===== src/tnw_pkg.sv =====
// shared types and constants for the text number to word byte converter
package tnw_pkg;

    typedef enum logic [2:0] {
        MODE_SKIP,
        MODE_ZERO,
        MODE_DEC,
        MODE_HEX,
        MODE_HALT
    } t_mode;

    typedef enum logic [1:0] {
        ST_DATA,
        ST_BAD_CHAR,
        ST_BAD_VALUE
    } t_status;

    localparam logic [1:0] BO_HOST   = 2'd0;
    localparam logic [1:0] BO_LITTLE = 2'd1;
    localparam logic [1:0] BO_BIG    = 2'd2;

    localparam logic [7:0] CH_COMMA = 8'h2c;
    localparam logic [7:0] CH_X     = 8'h78;
    localparam logic [7:0] CH_ZERO  = 8'h30;
    localparam logic [7:0] CH_ONE   = 8'h31;
    localparam logic [7:0] CH_NINE  = 8'h39;
    localparam logic [7:0] CH_LO_A  = 8'h61;
    localparam logic [7:0] CH_LO_F  = 8'h66;
    localparam logic [7:0] CH_UP_A  = 8'h41;
    localparam logic [7:0] CH_UP_F  = 8'h46;
    localparam logic [7:0] CH_SPACE = 8'h20;
    localparam logic [7:0] CH_TAB   = 8'h09;
    localparam logic [7:0] CH_CR    = 8'h0d;

    localparam int unsigned WORD_W = 32;

    // one finished token handed from the parser to the serializer
    typedef struct packed {
        logic              is_err;
        t_status           status;
        logic [WORD_W-1:0] value;
    } t_evt;

endpackage


===== src/tnw_ifs.sv =====
// channel interfaces for text bytes in, word bytes out and the configuration write

interface tnw_char_if;
    logic       valid;
    logic       ready;
    logic [7:0] char_code;
    logic       end_of_input;

    modport source (output valid, output char_code, output end_of_input, input ready);
    modport sink   (input valid, input char_code, input end_of_input, output ready);
endinterface

interface tnw_word_if;
    logic       valid;
    logic       ready;
    logic [7:0] out_byte;
    logic       last_of_word;
    logic [1:0] status;

    modport source (output valid, output out_byte, output last_of_word, output status,
                    input ready);
    modport sink   (input valid, input out_byte, input last_of_word, input status,
                    output ready);
endinterface

interface tnw_cfg_if;
    logic       valid;
    logic       ready;
    logic [1:0] byte_order;

    modport source (output valid, output byte_order, input ready);
    modport sink   (input valid, input byte_order, output ready);
endinterface


===== src/tnw_parse.sv =====
// token parser: mode and accumulator update per text beat, one pending word slot
module tnw_parse (
    input  logic              i_clk,
    input  logic              i_rst_n,
    tnw_char_if.sink          i_char,
    output logic              o_evt_valid,
    output tnw_pkg::t_evt     o_evt,
    input  logic              i_evt_ready
);

    tnw_pkg::t_mode     r_mode, n_mode;
    logic [31:0]        r_acc, n_acc;
    logic               r_evt_valid, n_evt_valid;
    tnw_pkg::t_evt      r_evt, n_evt;

    logic               take;
    logic               produce;
    tnw_pkg::t_evt      evt;
    logic [7:0]         ch;
    logic               eoi;
    logic               is_space;
    logic               is_dec;
    logic               is_hex;
    logic [3:0]         hex_val;
    logic [31:0]        acc_x10;

    assign ch  = i_char.char_code;
    assign eoi = i_char.end_of_input;

    assign i_char.ready = !r_evt_valid || i_evt_ready;
    assign take         = i_char.valid && i_char.ready;

    always_comb begin
        is_space = (ch == tnw_pkg::CH_SPACE) || (ch >= tnw_pkg::CH_TAB && ch <= tnw_pkg::CH_CR);
        is_dec   = (ch >= tnw_pkg::CH_ZERO && ch <= tnw_pkg::CH_NINE);
        is_hex   = is_dec
                || (ch >= tnw_pkg::CH_LO_A && ch <= tnw_pkg::CH_LO_F)
                || (ch >= tnw_pkg::CH_UP_A && ch <= tnw_pkg::CH_UP_F);
        // letters a-f / A-F have low nibble 1..6
        hex_val  = is_dec ? ch[3:0] : (ch[3:0] + 4'd9);
        acc_x10  = {r_acc[28:0], 3'b000} + {r_acc[30:0], 1'b0} + {28'd0, ch[3:0]};
    end

    always_comb begin
        n_mode       = r_mode;
        n_acc        = r_acc;
        produce      = 1'b0;
        evt.is_err   = 1'b0;
        evt.status   = tnw_pkg::ST_DATA;
        evt.value    = r_acc;
        unique case (r_mode) inside
            tnw_pkg::MODE_SKIP: begin
                if (!eoi && !is_space) begin
                    if (ch == tnw_pkg::CH_COMMA) begin
                        // empty token
                        produce   = 1'b1;
                        evt.value = '0;
                        n_acc     = '0;
                    end else if (ch == tnw_pkg::CH_ZERO) begin
                        n_acc  = '0;
                        n_mode = tnw_pkg::MODE_ZERO;
                    end else if (ch >= tnw_pkg::CH_ONE && ch <= tnw_pkg::CH_NINE) begin
                        n_acc  = {28'd0, ch[3:0]};
                        n_mode = tnw_pkg::MODE_DEC;
                    end else begin
                        produce    = 1'b1;
                        evt.is_err = 1'b1;
                        evt.status = tnw_pkg::ST_BAD_CHAR;
                        n_mode     = tnw_pkg::MODE_HALT;
                    end
                end
            end
            tnw_pkg::MODE_ZERO: begin
                if (!eoi && ch == tnw_pkg::CH_X) begin
                    n_acc  = '0;
                    n_mode = tnw_pkg::MODE_HEX;
                end else begin
                    produce    = 1'b1;
                    evt.is_err = 1'b1;
                    evt.status = tnw_pkg::ST_BAD_VALUE;
                    n_mode     = tnw_pkg::MODE_HALT;
                end
            end
            tnw_pkg::MODE_DEC, tnw_pkg::MODE_HEX: begin
                if (eoi) begin
                    produce    = 1'b1;
                    evt.is_err = 1'b1;
                    evt.status = tnw_pkg::ST_BAD_CHAR;
                    n_mode     = tnw_pkg::MODE_HALT;
                end else if (ch == tnw_pkg::CH_COMMA || is_space) begin
                    produce = 1'b1;
                    n_acc   = '0;
                    n_mode  = tnw_pkg::MODE_SKIP;
                end else if (r_mode == tnw_pkg::MODE_DEC && is_dec) begin
                    n_acc = acc_x10;
                end else if (r_mode == tnw_pkg::MODE_HEX && is_hex) begin
                    n_acc = {r_acc[27:0], hex_val};
                end else begin
                    produce    = 1'b1;
                    evt.is_err = 1'b1;
                    evt.status = tnw_pkg::ST_BAD_CHAR;
                    n_mode     = tnw_pkg::MODE_HALT;
                end
            end
            tnw_pkg::MODE_HALT: begin
                n_mode = tnw_pkg::MODE_HALT;
            end
            default: begin
                n_mode = tnw_pkg::MODE_HALT;
            end
        endcase
    end

    always_comb begin
        n_evt_valid = r_evt_valid && !i_evt_ready;
        n_evt       = r_evt;
        if (take && produce) begin
            n_evt_valid = 1'b1;
            n_evt       = evt;
        end
    end

    always_ff @(posedge i_clk) begin
        if (!i_rst_n) begin
            r_mode      <= tnw_pkg::MODE_SKIP;
            r_acc       <= '0;
            r_evt_valid <= 1'b0;
        end else begin
            r_evt_valid <= n_evt_valid;
            if (take) begin
                r_mode <= n_mode;
                r_acc  <= n_acc;
            end
        end
    end

    always_ff @(posedge i_clk) begin
        r_evt <= n_evt;
    end

    assign o_evt_valid = r_evt_valid;
    assign o_evt       = r_evt;

endmodule


===== src/tnw_serial.sv =====
// word serializer: turns one token result into four byte beats or one error beat
module tnw_serial (
    input  logic              i_clk,
    input  logic              i_rst_n,
    input  logic              i_evt_valid,
    input  tnw_pkg::t_evt     i_evt,
    output logic              o_evt_ready,
    input  logic [1:0]        i_byte_order,
    tnw_word_if.source        o_word
);

    logic              r_valid, n_valid;
    logic [31:0]       r_shift, n_shift;
    logic [1:0]        r_left, n_left;
    tnw_pkg::t_status  r_status, n_status;

    logic              beat_done;
    logic              load;

    assign beat_done   = o_word.valid && o_word.ready;
    assign o_evt_ready = !r_valid || (beat_done && r_left == 2'd0);
    assign load        = i_evt_valid && o_evt_ready;

    always_comb begin
        n_valid  = r_valid;
        n_shift  = r_shift;
        n_left   = r_left;
        n_status = r_status;
        if (beat_done) begin
            n_shift = {8'd0, r_shift[31:8]};
            n_left  = r_left - 2'd1;
            if (r_left == 2'd0) begin
                n_valid = 1'b0;
            end
        end
        if (load) begin
            n_valid  = 1'b1;
            n_status = i_evt.status;
            if (i_evt.is_err) begin
                n_shift = '0;
                n_left  = 2'd0;
            end else begin
                n_left = 2'd3;
                // low byte always goes out first, so swap up front for big-endian
                if (i_byte_order == tnw_pkg::BO_BIG) begin
                    n_shift = {i_evt.value[7:0], i_evt.value[15:8],
                               i_evt.value[23:16], i_evt.value[31:24]};
                end else begin
                    n_shift = i_evt.value;
                end
            end
        end
    end

    always_ff @(posedge i_clk) begin
        if (!i_rst_n) begin
            r_valid <= 1'b0;
        end else begin
            r_valid <= n_valid;
        end
    end

    always_ff @(posedge i_clk) begin
        r_shift  <= n_shift;
        r_left   <= n_left;
        r_status <= n_status;
    end

    assign o_word.valid        = r_valid;
    assign o_word.out_byte     = r_shift[7:0];
    assign o_word.last_of_word = (r_left == 2'd0);
    assign o_word.status       = r_status;

endmodule


===== src/text_number_to_word_bytes.sv =====
// top level of the text number to word byte converter
//
// Takes one text byte per beat on i_char and turns comma or whitespace separated
// decimal and 0x hex tokens into 32-bit words, sent as four byte beats on o_word
// (little-endian for byte_order 0, 1 and 3, big-endian for 2). A comma between
// tokens gives a zero word. A bad character, a leading 0 not followed by x, or end
// of input inside a token gives one error beat with last_of_word set, after which
// the converter swallows all input until reset. Text beats are taken one per cycle
// while the parser's word slot is free; each word drains at one byte beat per cycle
// while o_word is ready, and the input side stalls only when a second finished word
// is waiting behind one still draining. There is no clearing pass after reset. The
// user must write byte_order on i_cfg (always ready) while idle; nothing enforces it.
module text_number_to_word_bytes (
    input  logic        i_clk,
    input  logic        i_rst_n,
    tnw_cfg_if.sink     i_cfg,
    tnw_char_if.sink    i_char,
    tnw_word_if.source  o_word
);

    // byte order register, reset to host order
    logic [1:0]     r_byte_order;

    // parser to serializer hand-off
    logic           evt_valid;
    logic           evt_ready;
    tnw_pkg::t_evt  evt;

    assign i_cfg.ready = 1'b1;

    always_ff @(posedge i_clk) begin
        if (!i_rst_n) begin
            r_byte_order <= tnw_pkg::BO_HOST;
        end else if (i_cfg.valid) begin
            r_byte_order <= i_cfg.byte_order;
        end
    end

    // per-byte token parsing with a one-word holding slot
    tnw_parse u_parse (
        .i_clk       (i_clk),
        .i_rst_n     (i_rst_n),
        .i_char      (i_char),
        .o_evt_valid (evt_valid),
        .o_evt       (evt),
        .i_evt_ready (evt_ready)
    );

    // byte beat generation from the output register
    tnw_serial u_serial (
        .i_clk        (i_clk),
        .i_rst_n      (i_rst_n),
        .i_evt_valid  (evt_valid),
        .i_evt        (evt),
        .o_evt_ready  (evt_ready),
        .i_byte_order (r_byte_order),
        .o_word       (o_word)
    );

endmodule


===== src/flat_wrapper.sv =====
// flat-port wrapper written by rule: the top's interface ports become plain ports
module text_number_to_word_bytes_flat 
  (i_clk, i_rst_n, i_cfg_valid, i_cfg_byte_order, i_cfg_ready, i_char_valid, i_char_char_code, i_char_end_of_input, i_char_ready, o_word_valid, o_word_out_byte, o_word_last_of_word, o_word_status, o_word_ready);
  tnw_cfg_if i_cfg_i ();
  tnw_char_if i_char_i ();
  tnw_word_if o_word_i ();
  input  logic i_clk;
  input  logic i_rst_n;
  input wire logic [$bits(i_cfg_i.valid)-1:0] i_cfg_valid;
  input wire logic [$bits(i_cfg_i.byte_order)-1:0] i_cfg_byte_order;
  output wire logic [$bits(i_cfg_i.ready)-1:0] i_cfg_ready;
  input wire logic [$bits(i_char_i.valid)-1:0] i_char_valid;
  input wire logic [$bits(i_char_i.char_code)-1:0] i_char_char_code;
  input wire logic [$bits(i_char_i.end_of_input)-1:0] i_char_end_of_input;
  output wire logic [$bits(i_char_i.ready)-1:0] i_char_ready;
  output wire logic [$bits(o_word_i.valid)-1:0] o_word_valid;
  output wire logic [$bits(o_word_i.out_byte)-1:0] o_word_out_byte;
  output wire logic [$bits(o_word_i.last_of_word)-1:0] o_word_last_of_word;
  output wire logic [$bits(o_word_i.status)-1:0] o_word_status;
  input wire logic [$bits(o_word_i.ready)-1:0] o_word_ready;
  assign i_cfg_i.valid = i_cfg_valid;
  assign i_cfg_i.byte_order = i_cfg_byte_order;
  assign i_cfg_ready = i_cfg_i.ready;
  assign i_char_i.valid = i_char_valid;
  assign i_char_i.char_code = i_char_char_code;
  assign i_char_i.end_of_input = i_char_end_of_input;
  assign i_char_ready = i_char_i.ready;
  assign o_word_valid = o_word_i.valid;
  assign o_word_out_byte = o_word_i.out_byte;
  assign o_word_last_of_word = o_word_i.last_of_word;
  assign o_word_status = o_word_i.status;
  assign o_word_i.ready = o_word_ready;
  text_number_to_word_bytes u_core (.i_clk(i_clk), .i_rst_n(i_rst_n), .i_cfg(i_cfg_i), .i_char(i_char_i), .o_word(o_word_i));
endmodule

===== config.mk =====
export PLATFORM = sky130hd
export DESIGN_NAME = text_number_to_word_bytes_flat
export DESIGN_NICKNAME = d
export VERILOG_FILES = /design/src/tnw_pkg.sv /design/src/tnw_ifs.sv /design/src/tnw_parse.sv /design/src/tnw_serial.sv /design/src/text_number_to_word_bytes.sv /design/src/flat_wrapper.sv
export SDC_FILE = /design/constraint.sdc
export NUM_CORES = 1
export LEC_CHECK = 0
export BUFFER_PORTS_ARGS = -buffer_cell sky130_fd_sc_hd__buf_2
export CORE_ASPECT_RATIO = 1.1
export CORE_MARGIN = 5
export CORE_UTILIZATION = 50
export CTS_BUF_LIST = sky130_fd_sc_hd__clkbuf_4
export CTS_CLUSTER_SIZE = 24
export DETAILED_ROUTE_END_ITERATION = 7
export HOLD_SLACK_MARGIN = 0.08
export PLACE_DENSITY = 0.78
export SYNTH_ARGS = -nofsm -noshare
export SYNTH_HDL_FRONTEND = slang
export SYNTH_SLANG_ARGS = --single-unit

===== constraint.sdc =====
create_clock -name i_clk -period 14.6 [get_ports i_clk]
set_input_delay 0.73 -clock i_clk [delete_from_list [all_inputs] [get_ports i_clk]]
set_output_delay 0.73 -clock i_clk [all_outputs]
set_load 0.1 [all_outputs]

# Word-level counts from Yosys, hierarchy flattened
# Index checks and enable logic that the tools add are counted.
[totals]
reg_bits = 110
latch_bits = 0
mem_bits_rw = 0
rom_bits = 0
in_bits = 16
elab_cells = 129
memories = 0
[classes]
n_addsub = 4
n_mul = 0
div = 0
n_lt_le_gt_ge = 9
eq_ne = 16
shift = 0
n_mux = 54
n_bitwise = 0
reduce_logical = 35
[op_table]
columns = ["op", "n"]
rows = [
  ["2-to-1 mux 32 bit", 15],
  ["one-hot mux 32 bit (3 select lines)", 1],
  ["2-to-1 mux 3 bit", 17],
  ["2-to-1 mux 35 bit", 1],
  ["adder 32 bit", 1],
  ["adder 32 x 4 -> 32 bit", 1],
  ["== test 8 x 6 -> 1 bit (second input constant)", 3],
  ["one-hot mux 3 bit (3 select lines)", 2],
  ["greater-or-equal comparator 8 x 6 -> 1 bit (second input constant)", 2],
  ["greater-or-equal comparator 8 x 7 -> 1 bit (second input constant)", 2],
  ["less-or-equal comparator 8 x 7 -> 1 bit (second input constant)", 2],
  ["logical AND 1 bit", 15],
  ["2-to-1 mux 1 bit", 13],
  ["inequality test 4 bit (second input constant)", 3],
  ["== test 8 x 7 -> 1 bit (second input constant)", 1],
  ["greater-or-equal comparator 8 x 4 -> 1 bit (second input constant)", 1],
  ["less-or-equal comparator 8 x 4 -> 1 bit (second input constant)", 1],
  ["less-or-equal comparator 8 x 6 -> 1 bit (second input constant)", 1],
  ["AND reduction 7 bit", 1],
  ["== test 3 x 2 -> 1 bit (second input constant)", 2],
  ["logical OR 1 bit", 6],
  ["2-to-1 mux 2 bit", 3],
  ["zero test 1 bit", 5],
  ["AND reduction 5 bit", 1],
  ["other kinds (15)", 18],
]

# Depth between registers and ports, before layout
# Gate-level depths: netlist (run 1).
[depth]
depth_word = 12
mapped_depth = 12

# Cells and area by module
# Synthesis (run 1) repeated with hierarchy kept, for this count alone.
[unflattened]
cells_unflattened = 735
hier_area_um2 = 7433.4
[modules_own_cells]
columns = ["module", "n_inst", "cells_per_inst", "area_each_um2"]
rows = [
  ["tnw_parse", 1, 585, 5403.9],
  ["tnw_serial", 1, 142, 1945.6],
  ["text_number_to_word_bytes", 1, 8, 83.8],
]

# Worst setup path before layout (run 1)
# OpenSTA, ideal clock, no wires.
[synth_timing]
path_type = "register to register"
from = "register u_core.u_serial.r_left[0]"
to = "register u_core.u_parse.r_evt, in the netlist u_core.u_parse.o_evt[0] (enable)"
setup_time_ns = 0.494
arrival_ns = 5.277
t_required_ns = 14.106
setup_slack_ns = 8.828
path_stages_with_launch = 7
path_buffers = 0
period_less_slack_ns = 5.772
cell_sequence = "edfxtp_1 inv_1 ha_1 a21boi_0 nand2_1 nand2_1 a311oi_1"
[synth_between]
elab_chain_len = 6
[synth_rtl]
columns = ["element", "line", "rtl"]
rows = [
  ["from (decl)", "tnw_serial.sv:14", "logic [1:0] r_left, n_left;"],
  ["from (signal assigned)", "tnw_serial.sv:65", "r_left <= n_left;"],
  ["zero test 2 bit", "-", ""],
  ["named net o_word_last_of_word", "flat_wrapper.sv:18", "output wire logic [$bits(o_word_i.last_of_word)-1:0] o_word_last_of_word;"],
  ["logical AND 1 bit", "tnw_serial.sv:21", "assign o_evt_ready = !r_valid || (beat_done && r_left == 2'd0);"],
  ["logical OR 1 bit", "tnw_serial.sv:21", ""],
  ["logical OR 1 bit", "tnw_parse.sv:30", "assign i_char.ready = !r_evt_valid || i_evt_ready;"],
  ["named net i_char_ready", "flat_wrapper.sv:15", "output wire logic [$bits(i_char_i.ready)-1:0] i_char_ready;"],
  ["logical AND 1 bit", "tnw_parse.sv:31", "assign take = i_char.valid && i_char.ready;"],
  ["logical AND 1 bit", "tnw_parse.sv:117", "if (take && produce) begin"],
  ["to (signal assigned)", "tnw_parse.sv:138", "r_evt <= n_evt;"],
  ["to (decl)", "tnw_parse.sv:14", "tnw_pkg::t_evt r_evt, n_evt;"],
]
# The timed path passes the listed nets, and every way through them passes these cells.
# A chain may end at the register's enable or synchronous reset.

# Final worst setup path (run 1)
[layout_timing]
from = "input port i_char_char_code[3]"
to = "register u_core.u_parse.r_acc[23]"
[layout_between]
elab_chain_len = 7
word_cells_on_any_way = 40
[layout_rtl]
columns = ["element", "line", "rtl"]
rows = [
  ["from (decl)", "flat_wrapper.sv:13", "input wire logic [$bits(i_char_i.char_code)-1:0] i_char_char_code;"],
  ["branches (longest 7 deep; another with adder 32 x 4 -> 32 bit)", "-", ""],
  ["to (signal assigned)", "tnw_parse.sv:132", "r_acc <= n_acc;"],
  ["to (decl)", "tnw_parse.sv:12", "logic [31:0] r_acc, n_acc;"],
]
# Several ways; the timed one is not identified. The select of a mux whose other input is x is not followed.

==> summary.md, run 1 <==
| Metric | Value |
|---|---|
| First-pass detailed-route iteration total | 5 |
| Final setup violation count | 0 |
| Synthesized area per cell | 9.46 um^2 |
| Clock H-tree levels | 3 |
| IO Pins | 30 |
| Final clock skew | 0.0154 ns |
| Num rows | 46 |
| Ys flop type | edfxtp_1 |
| CP Launch Type | input port |
| Tcrit/Tclk final | 0.239 |
| Final hold vios | 0 |
| Relative slew slack | 0.319 |
| PwrDens | 73.5 nW/um^2 |
| Run status | complete, no violations |
| Area Overhead vs Synth | 4.15% |
| Synth area leaders | edfxtp_1 (29%), ha_1 (11%), dfxtp_1 (11%) |
| Die Y | 137 um |
| Warnings from Yosys | 0 |
| Clock Latency Late Sink | about 0.48 ns |
| Num CTS Buffers | 9 |
| Dpl ws | 10.64 ns |
| Most frequent cell after synthesis | nand2_1 |
| Syn_nets | 859 |
| Via density | 5.92 |
| WS Path Type | in -> reg |
| Mapped Cells | 778 |
| Area occupied by multi-input gates | about 4100 um^2 |
| Async SR Flop Fraction | 0 |
| CORE AREA | 14400 um^2 |
| Crit-path max FO | 16 |
| Vias in the first global route | 5325 |
| Fill count | approximately 1300 |
| Total Routing Usage GR | 0.188 |
| First-pass GRT wire length | 26400 um |
| Drt initial violations | 539 |
| Final hold slack | 0.451 ns |
| Slowest stage delay, CP | 0.62 ns |
| Initial Utilization | 0.510 |
| Total gr overflow | 0 |
| Max Cap Viol | 0 |
| Root Buffer Master | clkbuf_4 |
| DR WL/cell | 16.4 um |
| Drt total wl | 15900 um |
| Post-route ant nets | 0 |
| Nets | 851 |
| Gpl congestion | around 0.94 |
| Critical Path Sink Type | register |
| Total clock sinks | 110 |
| CTS resizes | 0 |
| CP max-delay cell | fa_1 |
| Hpwl dp | about 12000 um |
| Vias | 5735 |
| Worst-path clk slew | 0.16 ns |
| Area taken by flip-flops and latches | a little under 3000 um^2 |
| # Post-CTS Setup Buffers | 0 |
| Placed cells | 951 |
| CTS tree | done |
| RSZ-0062 raised after global routing | no |
| Die area | 17300 um^2 |
| Initial antenna violation count | 1 |
| Min Tclk post-route | 3.49 ns |
| Post-Route Setup TNS | 0 ns |
| Actual transition at the worst max-transition pin | 1.02 ns |
| HP Class | reg -> reg |
| CTS max path bufs | 2 |
| Share of the yosys chip area belonging to registers | 0.396 |
| Synth area leader | edfxtp_1 |
| CTS hold repair buffers | 0 |
| Synth top area share | 0.290 |
| Post-route DRC | 0 |
| Max IR drop VDD | 45.1 uV |
| Max Clock Freq | between 0.2 and 0.3 GHz |
| Share of cells above drive strength 1 | 0.0916 |
| Critical path arrival | 3.88 ns |
| Most instantiated cells after synthesis | nand2_1 (101), edfxtp_1 (71), ha_1 (63) |
| Chip Width | 126 um |
| Cell area after synthesis | 7360 um^2 |
| Final Max Tran Viols | 0 |
| Post-synthesis cell type count | 76 |
| Overall power | 564 uW |
| Largest net degree at the start of global routing | 53 |
| PortBufs | 28 |
| Finished Layout Cells | 968 |
| FF+latch count, synth | 110 |
| Worst EP required | ~15 ns |
| Final setup margin | 11.11 ns |
| Post-synth EDFFs | 71 |
| Pleak | about 3.3 nW |
| CP cell instances | buf_2 -> inv_1 -> fa_1 -> inv_1 -> ha_1 -> a211oi_1 -> nor2_1 -> o211ai_1 -> a31oi_1 -> a31oi_1 -> xor2_1 -> o21ai_0 -> a22o_1 |
flip-flops by register name, indices dropped and copies added (netlist names):
signal                         count
u_core.u_serial.r_left             2
u_core.r_byte_order                2
u_core.u_serial.r_shift           32
u_core.u_serial.o_word.status      2
u_core.u_serial.o_word.valid       1
u_core.u_parse.o_evt              35
u_core.u_parse.r_mode              3
u_core.u_parse.r_acc              32
u_core.u_parse.o_evt_valid         1
cell families (layout without fill, tap and decap cells):
| logic type | after synthesis | count (layout) | share of synthesized area |
|---|---|---|---|
| AOI/OAI and AO/OA | 217 | 217 | 0.197 |
| DFF | 110 | 110 | 0.396 |
| xor gates and xnor gates | 22 | 22 | 0.0262 |
| buffers and inverters | 73 | 70 | 0.0447 |
| muxes | 38 | 38 | 0.0522 |
| other | 1 | 2 | 0.000509 |
| adders and majority gates | 65 | 65 | 0.112 |
| and+or+nand+nor | 252 | 252 | 0.171 |
cells in the final DEF, fill, tap and decap left out, types with 10 or more instances in the layout:
cell and instances:
edfxtp_1 71, dfxtp_1 39, nand3_1 10, clkbuf_4 10, mux2i_1 35, ha_1 63, buf_2 28, a211oi_1 10
xnor2_1 15, a21oi_1 56, nand2_1 101, nor2_1 41, inv_1 23, o21ai_0 42, nor2b_1 40, o31ai_1 26
where the power goes:
group | leakage, nW | total (mW) | internal (mW) | switching, mW
clock | 0.0624 | 0.140 | 0.0380 | 0.102
combinational | 2.25 | 0.0717 | 0.0220 | 0.0498
sequential | 0.980 | 0.353 | 0.345 | 0.00763
path summary, 6_finish.rpt:
| kind | start | end | slack (ns) | cells past startpoint |
|---|---|---|---|---|
| setup / recovery | i_char_char_code[3] | u_core.u_parse.r_acc[23] | 11.11 | 13 |
| setup reg to reg | u_core.u_parse.r_acc[0] | u_core.u_parse.r_acc[23] | 11.28 | 12 |
| hold reg to reg | u_core.u_parse.o_evt[33] | u_core.u_serial.o_word.status[1] | 0.45 | 0 |
| hold / removal | u_core.u_parse.o_evt[33] | u_core.u_serial.o_word.status[1] | 0.45 | 0 |
through the flow:
| step | util | area (um^2) |
|---|---|---|
| floorplan | - | 7360 |
| global placement | 0.522 | 7550 |
| detailed placement | 0.522 | 7550 |
| CTS | 0.531 | 7670 |
| global route | 0.531 | 7670 |
| finish | 0.531 | 7670 |
layer usage:
layer  vias up  part of all wire  track usage
met5         -                 0            0
met2       154              0.47        0.319
li1       2850                 -            -
met3        32             0.042       0.0147
met1      2699              0.46        0.248
met4         0             0.026       0.0837
critical path, delay by kind of cell:
family / cells / cell delay (ns)
buf+inv: 3 / 0.46
xor+xnor: 1 / 0.17
simple gates: 1 / 0.12
fa+ha+maj: 2 / 0.94
compound gates: 6 / 1.46
final cells by class:
| class | instances | share of cell area |
|---|---|---|
| multi-input combinational | 595 | 0.541 |
| sequential | 110 | 0.380 |
| tap | 192 | 0.0313 |
| timing repair buffer | 30 | 0.0202 |
| inverter | 24 | 0.0117 |
| clock buffer | 10 | 0.00979 |
| clock inverter | 6 | 0.00571 |
| antenna | 1 | 0.000326 |
Power figures use the tool's default switching activity.
==> run 2: changes to the inputs <==
- PLACE_DENSITY: 0.78 -> 0.8
- clock period: 14.6 -> 3.05 ns (I/O delays scaled with it)
==> run 2 against run 1 <==
Compared with the run above: largest power group unchanged; clock-buffer cell count is 1 lower; flip-flop and latch count stayed put; final cell count is 5.0% higher; worst setup slack worse by 11 ns; highest routed layer unchanged; critical endpoint is now u_core.u_parse.r_acc[8].
==> summary.md, run 2 (synthesis gave the netlist of run 1 again) <==
| Metric | Value |
|---|---|
| Run status | complete, no violations |
| Pleak | 3.56 nW (+8.2%) |
| CTS max path bufs | 2 (unchanged) |
| Final Max Tran Viols | 0 (unchanged) |
| Final setup margin | 0.0751 ns (-11.03 ns) |
| CORE AREA | 14400 um^2 (unchanged) |
| Switching pwr | 846 uW (+430%) |
| Clock Latency Late Sink | 0.49 ns (about the same) |
| GRT Max-Usage Layer | met2 |
| Final hold vios | 0 (unchanged) |
| Num rows | 46 (unchanged) |
| Drt initial violations | 456 (-15%) |
| M1 GR Usage | 0.252 (+0.00406) |
| Critical Path Sink Type | register |
| Critical path arrival | 3.36 ns (-0.52 ns) |
| Total gr overflow | 0 (unchanged) |
| Tcrit/Tclk final | 0.975 |
| HP Class | in -> reg |
| Nets | 899 (+5.6%) |
| Hpwl dp | 12600 um (+8.1%) |
| Worst Min Path Start | i_char_char_code[7] |
| Crit-path max FO | 3 (-13) |
| Gpl congestion | 0.991 (+5.3%) |
| First-pass detailed-route iteration total | 7 (+2) |
| Max Cap Viol | 0 (unchanged) |
| First-pass GRT wire length | 27800 um (+5.4%) |
| Post-route ant nets | 0 (unchanged) |
| Vias in the first global route | 5702 (+7.1%) |
| Clk pwr share | 0.270 (+0.022) |
| PortBufs | 28 (unchanged) |
| Max Clock Freq | 0.336 GHz |
| Post-route DRC | 0 (unchanged) |
| Max IR drop VDD | 174 uV (+290%) |
| PwrDens | 347 nW/um^2 (+370%) |
| Design area | 8170 um^2 (+6.6%) |
| Largest net degree at the start of global routing | 37 (-30%) |
| Root Buffer Master | clkbuf_4 |
| Die Y | 137 um (unchanged) |
| Fill count | 1245 (-4.7%) |
| Max reg flops | 35 (unchanged) |
| Most frequent cells in the layout | nand2_1 (100), edfxtp_1 (71), ha_1 (62) |
| Min Tclk post-route | just under 3 ns |
| Num CTS Buffers | 9 (unchanged) |
| Area Overhead vs Synth | 11.0% |
| Reg2reg path depth | 12 (unchanged) |
| Chip Width | 126 um (unchanged) |
| Share of cells above drive strength 1 | 0.157 (+0.0651) |
| Die area | 17300 um^2 (unchanged) |
| DR WL/cell | 16.7 um (+2.0%) |
| R2R Setup Slk | 0.08 ns (-11.20 ns) |
| Pint | 1.99 mW (+390%) |
| Worst-path clk slew | 0.20 ns (+0.04 ns) |
| Core Util, Final | 0.566 (+0.0349) |
| Seq pwr share | 0.594 (-0.031) |
| CTS tree | done |
| Relative slew slack | 0.325 (+0.00594) |
| IO Pins | 30 (unchanged) |
| Hold path cells | 4 (+4) |
| Actual transition at the worst max-transition pin | 1.01 ns (-0.00892 ns) |
| Vias | 6014 (+4.9%) |
| CP Launch Type | register |
| Total Routing Usage GR | 0.196 (+0.00769) |
| Initial Utilization | 0.510 (unchanged) |
| GRT met2 Usage | 0.334 (+0.0158) |
| Worst EP required | 3.44 ns (-11.55 ns) |
| Final setup violation count | 0 (unchanged) |
| Grt met3 use | 0.0279 (+0.0132) |
| Total clock sinks | 110 (unchanged) |
| Drt total wl | 17000 um (+7.1%) |
| Worst R2R End | u_core.u_parse.r_acc[8] |
| Overall power | 2.83 mW (+400%) |
| Hold Crit Endpoint | u_core.u_parse.r_mode[0] |
| Reg-to-reg startpoint | u_core.u_parse.r_acc[2] |
| Placed cell area | 7880 um^2 (+4.4%) |
| WS Path Type | reg -> reg |
| Dpl ws | -0.000229 ns (-10.64 ns) |
| Switch share | 0.298 (+0.0164) |
| Most common cell after layout, fill and taps aside | nand2_1 |
| Initial antenna violation count | 1 (unchanged) |
| Via density | 5.92 (about the same) |
| Comb pwr share | 0.136 (+0.009) |
| Final clock skew | 0.0213 ns (+0.00595 ns) |
| Clock H-tree levels | 3 (unchanged) |
==> run 2: changes by cell type in the layout (fill, tap and decap cells not counted), moves of 3 or more <==
cell	change
dlygate4sd3_1	+6
a211oi_1	-3
buf_4	+41
a211oi_2	+3
inv_6	+3
==> run 2: final cells by class <==
class / instances / area, um^2 / share of cell area
timing repair buffer: 78 / 543 / 0.0664
inverter: 24 / 90.1 / 0.0110
clock buffer: 9 / 67.6 / 0.00827
sequential: 110 / 2920 / 0.357
tap: 192 / 240 / 0.0294
multi-input combinational: 595 / 4240 / 0.518
clock inverter: 7 / 78.8 / 0.00964
antenna: 1 / 2.50 / 0.000306
==> run 2: worst max path at each step <==
stage | startpoint | to | slack [ns] | cells past startpoint
5_1_grt | u_core.u_parse.r_acc[2] | u_core.u_parse.r_acc[28] | -0.04 | 12
3_5_place_dp | u_core.u_parse.r_acc[0] | u_core.u_parse.r_acc[31] | -0.0002 | 13
6_report | u_core.u_parse.r_acc[2] | u_core.u_parse.r_acc[8] | 0.08 | 12
4_1_cts | u_core.u_parse.r_acc[2] | u_core.u_parse.r_acc[24] | 0.01 | 12
2_1_floorplan | u_core.u_serial.r_left[0] | u_core.u_parse.o_evt[0] | 0.03 | 6
3_3_place_gp | u_core.u_parse.r_acc[2] | u_core.u_parse.r_acc[22] | 0.10 | 12
==> run 2: through the flow <==
| stage | hold slack [ns] | std cells | setup TNS [ns] |
|---|---|---|---|
| 6_report | 0.169 | 1016 | 0 |
| 5_1_grt | 0.153 | 1016 | -0.103 |
| 4_1_cts | 0.134 | 1014 | 0 |
| 3_5_place_dp | 0.399 | 992 | -0.000229 |
| 3_3_place_gp | 0.392 | 992 | 0 |
| 2_1_floorplan | 0.288 | 778 | 0 |
==> run 2: repair_timing <==
action / in CTS / in global routing
hold buffers: 6 / 0
setup endpoints to repair: 6 / 17
endpoints found under the hold margin: 7 / 0
resized for setup: 2 / 16
pin swaps: 0 / 8
setup buffers: 0 / 1
==> run 2: metal layers <==
metal	wire length, um	vias up
li1	-	2957
met1	7500	2824
met2	8100	195
met3	824	38
met4	566	0
met5	0	-
==> run 2: critical path, stage by stage (launching register included) <==
cell,delay (ns)
dfxtp_2,0.37
inv_1,0.06
fa_1,0.53
buf_4,0.12
fa_2,0.21
nor2b_2,0.05
o31a_1,0.31
buf_4,0.15
o21ai_0,0.14
or3b_2,0.46
a41o_1,0.25
a22oi_1,0.15
nor2_1,0.06
==> run 2: power groups by stage <==
| stage | Clock [mW] | Combinational (mW) | Sequential (mW) |
|---|---|---|---|
| global placement | 0 | 0.368 | 1.71 |
| CTS | 0.786 | 0.382 | 1.68 |
| global route | 0.853 | 0.421 | 1.69 |
| finish | 0.766 | 0.385 | 1.68 |
| floorplan | 0 | 0.283 | 1.71 |
| detailed placement | 0 | 0.374 | 1.71 |
==> run 3: changes to the inputs <==
- CORE_UTILIZATION: 50 -> 57
- PLACE_DENSITY: 0.8 -> 0.88
==> run 3 against run 2 <==
Compared with the run above: critical path depth unchanged; via count increased by 1.8%; global-route usage increased by 2.7 points; sequential share of layout area increased by 0.55 points; largest cell class unchanged; flip-flop and latch count unchanged; die area decreased by 11%; final area decreased by 1.5%; wire length increased by 2.0%; register-to-register slack improved by 0.06 ns; highest routed layer unchanged; worst setup slack improved by 0.060 ns.
==> summary.md, run 3 (synthesis gave the netlist of run 1 again) <==
| Metric | Value |
|---|---|
| Run status | complete, no violations |
| Hpwl dp | 12800 um (+1.4%) |
| Largest net degree at the start of global routing | 43 (+16%) |
| Pleak | 3.52 nW (-0.98%) |
| Nets | 894 (-0.56%) |
| First-pass GRT wire length | 28200 um (+1.6%) |
| Num CTS Buffers | 9 (unchanged) |
| Final clock skew | 0.0234 ns (+0.00210 ns) |
| Total Routing Usage GR | 0.222 (+0.0267) |
| CTS tree | done |
| Initial antenna violation count | 1 (unchanged) |
| Vias in the first global route | 5907 (+3.6%) |
| Post-route ant nets | 0 (unchanged) |
| Area Overhead vs Synth | 9.31% |
| Chip Width | 118 um (-5.8%) |
| Initial Utilization | 0.582 (+0.0727) |
| Critical Path Sink Type | register |
| Max Cap Viol | 0 (unchanged) |
| Final setup violation count | 0 (unchanged) |
| Fill count | 1002 (-20%) |
| Final hold vios | 0 (unchanged) |
| Share of cells above drive strength 1 | 0.152 (-0.00515) |
| First-pass detailed-route iteration total | 5 (-2) |
| Critical path arrival | 3.27 ns (-0.09 ns) |
| Most common cell after layout, fill and taps aside | nand2_1 |
| Drt initial violations | 646 (+42%) |
| Max reg flops | 35 (unchanged) |
| Actual transition at the worst max-transition pin | 1.02 ns (+0.00575 ns) |
| CTS max path bufs | 2 (unchanged) |
| Post-Route Setup TNS | 0 ns (unchanged) |
| Most frequent cells in the layout | nand2_1 (100), edfxtp_1 (71), ha_1 (62) |
| Vias | 6120 (+1.8%) |
| Drt total wl | 17300 um (+2.0%) |
| Clock Latency Late Sink | 0.46 ns (-0.03 ns) |
| Die area | 15300 um^2 (-11%) |
| Worst EP required | 3.40 ns (-0.04 ns) |
| Tcrit/Tclk final | 0.956 (-0.0195) |
| DR WL/cell | 17.8 um (+6.2%) |
| Worst-path clk slew | 0.17 ns (-0.03 ns) |
| Max Clock Freq | 0.343 GHz (+2.0%) |
| Overall power | 2.75 mW (-2.8%) |
| HP Class | in -> reg |
| PwrDens | 342 nW/um^2 (-1.3%) |
| Via density | 6.27 (+5.9%) |
| Crit-path max FO | 3 (unchanged) |
| CORE AREA | 12600 um^2 (-12%) |
| Final hold slack | 0.203 ns (+0.0336 ns) |
| PortBufs | 28 (unchanged) |
| Total clock sinks | 110 (unchanged) |
| Max IR drop VDD | 265 uV (+53%) |
| Dpl ws | 0.00943 ns (+0.00966 ns) |
| Num rows | 43 (-6.5%) |
| Clock H-tree levels | 3 (unchanged) |
| Post-route DRC | 0 (unchanged) |
| Relative slew slack | 0.321 (-0.00383) |
| Min Tclk post-route | 2.92 ns (-0.0596 ns) |
| Root Buffer Master | clkbuf_4 |
| WS Path Type | reg -> reg |
| Die Y | 129 um (-5.9%) |
| IO Pins | 30 (unchanged) |
| Total gr overflow | 0 (unchanged) |
| RSZ-0062 raised after global routing | no |
| Gpl congestion | 0.977 (-1.5%) |
| CP Launch Type | register |
| Final setup margin | 0.135 ns (+0.0596 ns) |
| Final Max Tran Viols | 0 (unchanged) |
[run 3: changes by cell type in the layout (fill, tap and decap cells not counted), moves of 2 or more]
cell      previous run  this run
o21ai_1              2         6
clkinv_2             0         2
inv_6                4         2
a31oi_4              2         0
o21ai_0             40        36
buf_4               43        38
[run 3: what timing repair did]
item | in CTS | in global routing
gates cloned | 0 | 0
setup buffers | 0 | 1
hold endpoints to repair | 7 | 0
pin swaps | 0 | 6
resized for setup | 1 | 20
setup endpoints to repair | 3 | 27
hold buffers | 6 | 0
[run 3: final cells by class]
cell class,count,area (um^2),area share
diodes,1,2.50,0.000311
clock buffers,10,75.1,0.00933
clock inverters,6,43.8,0.00544
inverters,24,90.1,0.0112
multi-input cells,595,4220,0.524
flip-flops and latches,110,2920,0.362
well taps,157,196,0.0244
repair buffers,73,505,0.0628
[run 3: critical path, cell delays in order, from the launching register on]
cell and delay [ns]:
dfxtp_2 0.36, inv_1 0.06, fa_1 0.52, buf_4 0.12, fa_2 0.21, nor2b_2 0.05
o31a_1 0.35, buf_4 0.16, o21ai_2 0.10, or3b_2 0.45, a41o_1 0.25, a22oi_1 0.15
nor2_1 0.05
[run 3: path summary, 6_finish.rpt]
path / slack [ns] / from / end / cells after the start
worst max-delay path: 0.13 / u_core.u_parse.r_acc[2] / u_core.u_parse.r_acc[8] / 12
worst min-delay path: 0.20 / i_char_char_code[7] / u_core.u_parse.r_mode[0] / 4
worst max register to register: 0.13 / u_core.u_parse.r_acc[2] / u_core.u_parse.r_acc[8] / 12
worst min register to register: 0.45 / u_core.u_parse.o_evt[32] / u_core.u_serial.o_word.status[0] / 0
[run 3: through the flow]
step	area, um^2	util	std cells
3_3_place_gp	7800	0.617	952
5_1_grt	8050	0.637	976
4_1_cts	7980	0.631	974
6_report	8050	0.637	976
3_5_place_dp	7800	0.617	952
2_1_floorplan	7400	-	778
[run 3: layer usage]
metal  GRT usage  up-vias  wire length [um]
met5           0        -                 0
met4       0.107        0               725
met3      0.0306       62               976
met2       0.374      200              8230
met1       0.285     2922              7400
li1            -     2936                 -
[run 3: power by group]
| group | leakage [nW] | internal, mW | switching (mW) |
|---|---|---|---|
| clock | 0.0672 | 0.182 | 0.498 |
| combinational | 2.48 | 0.131 | 0.262 |
| sequential | 0.981 | 1.65 | 0.0275 |
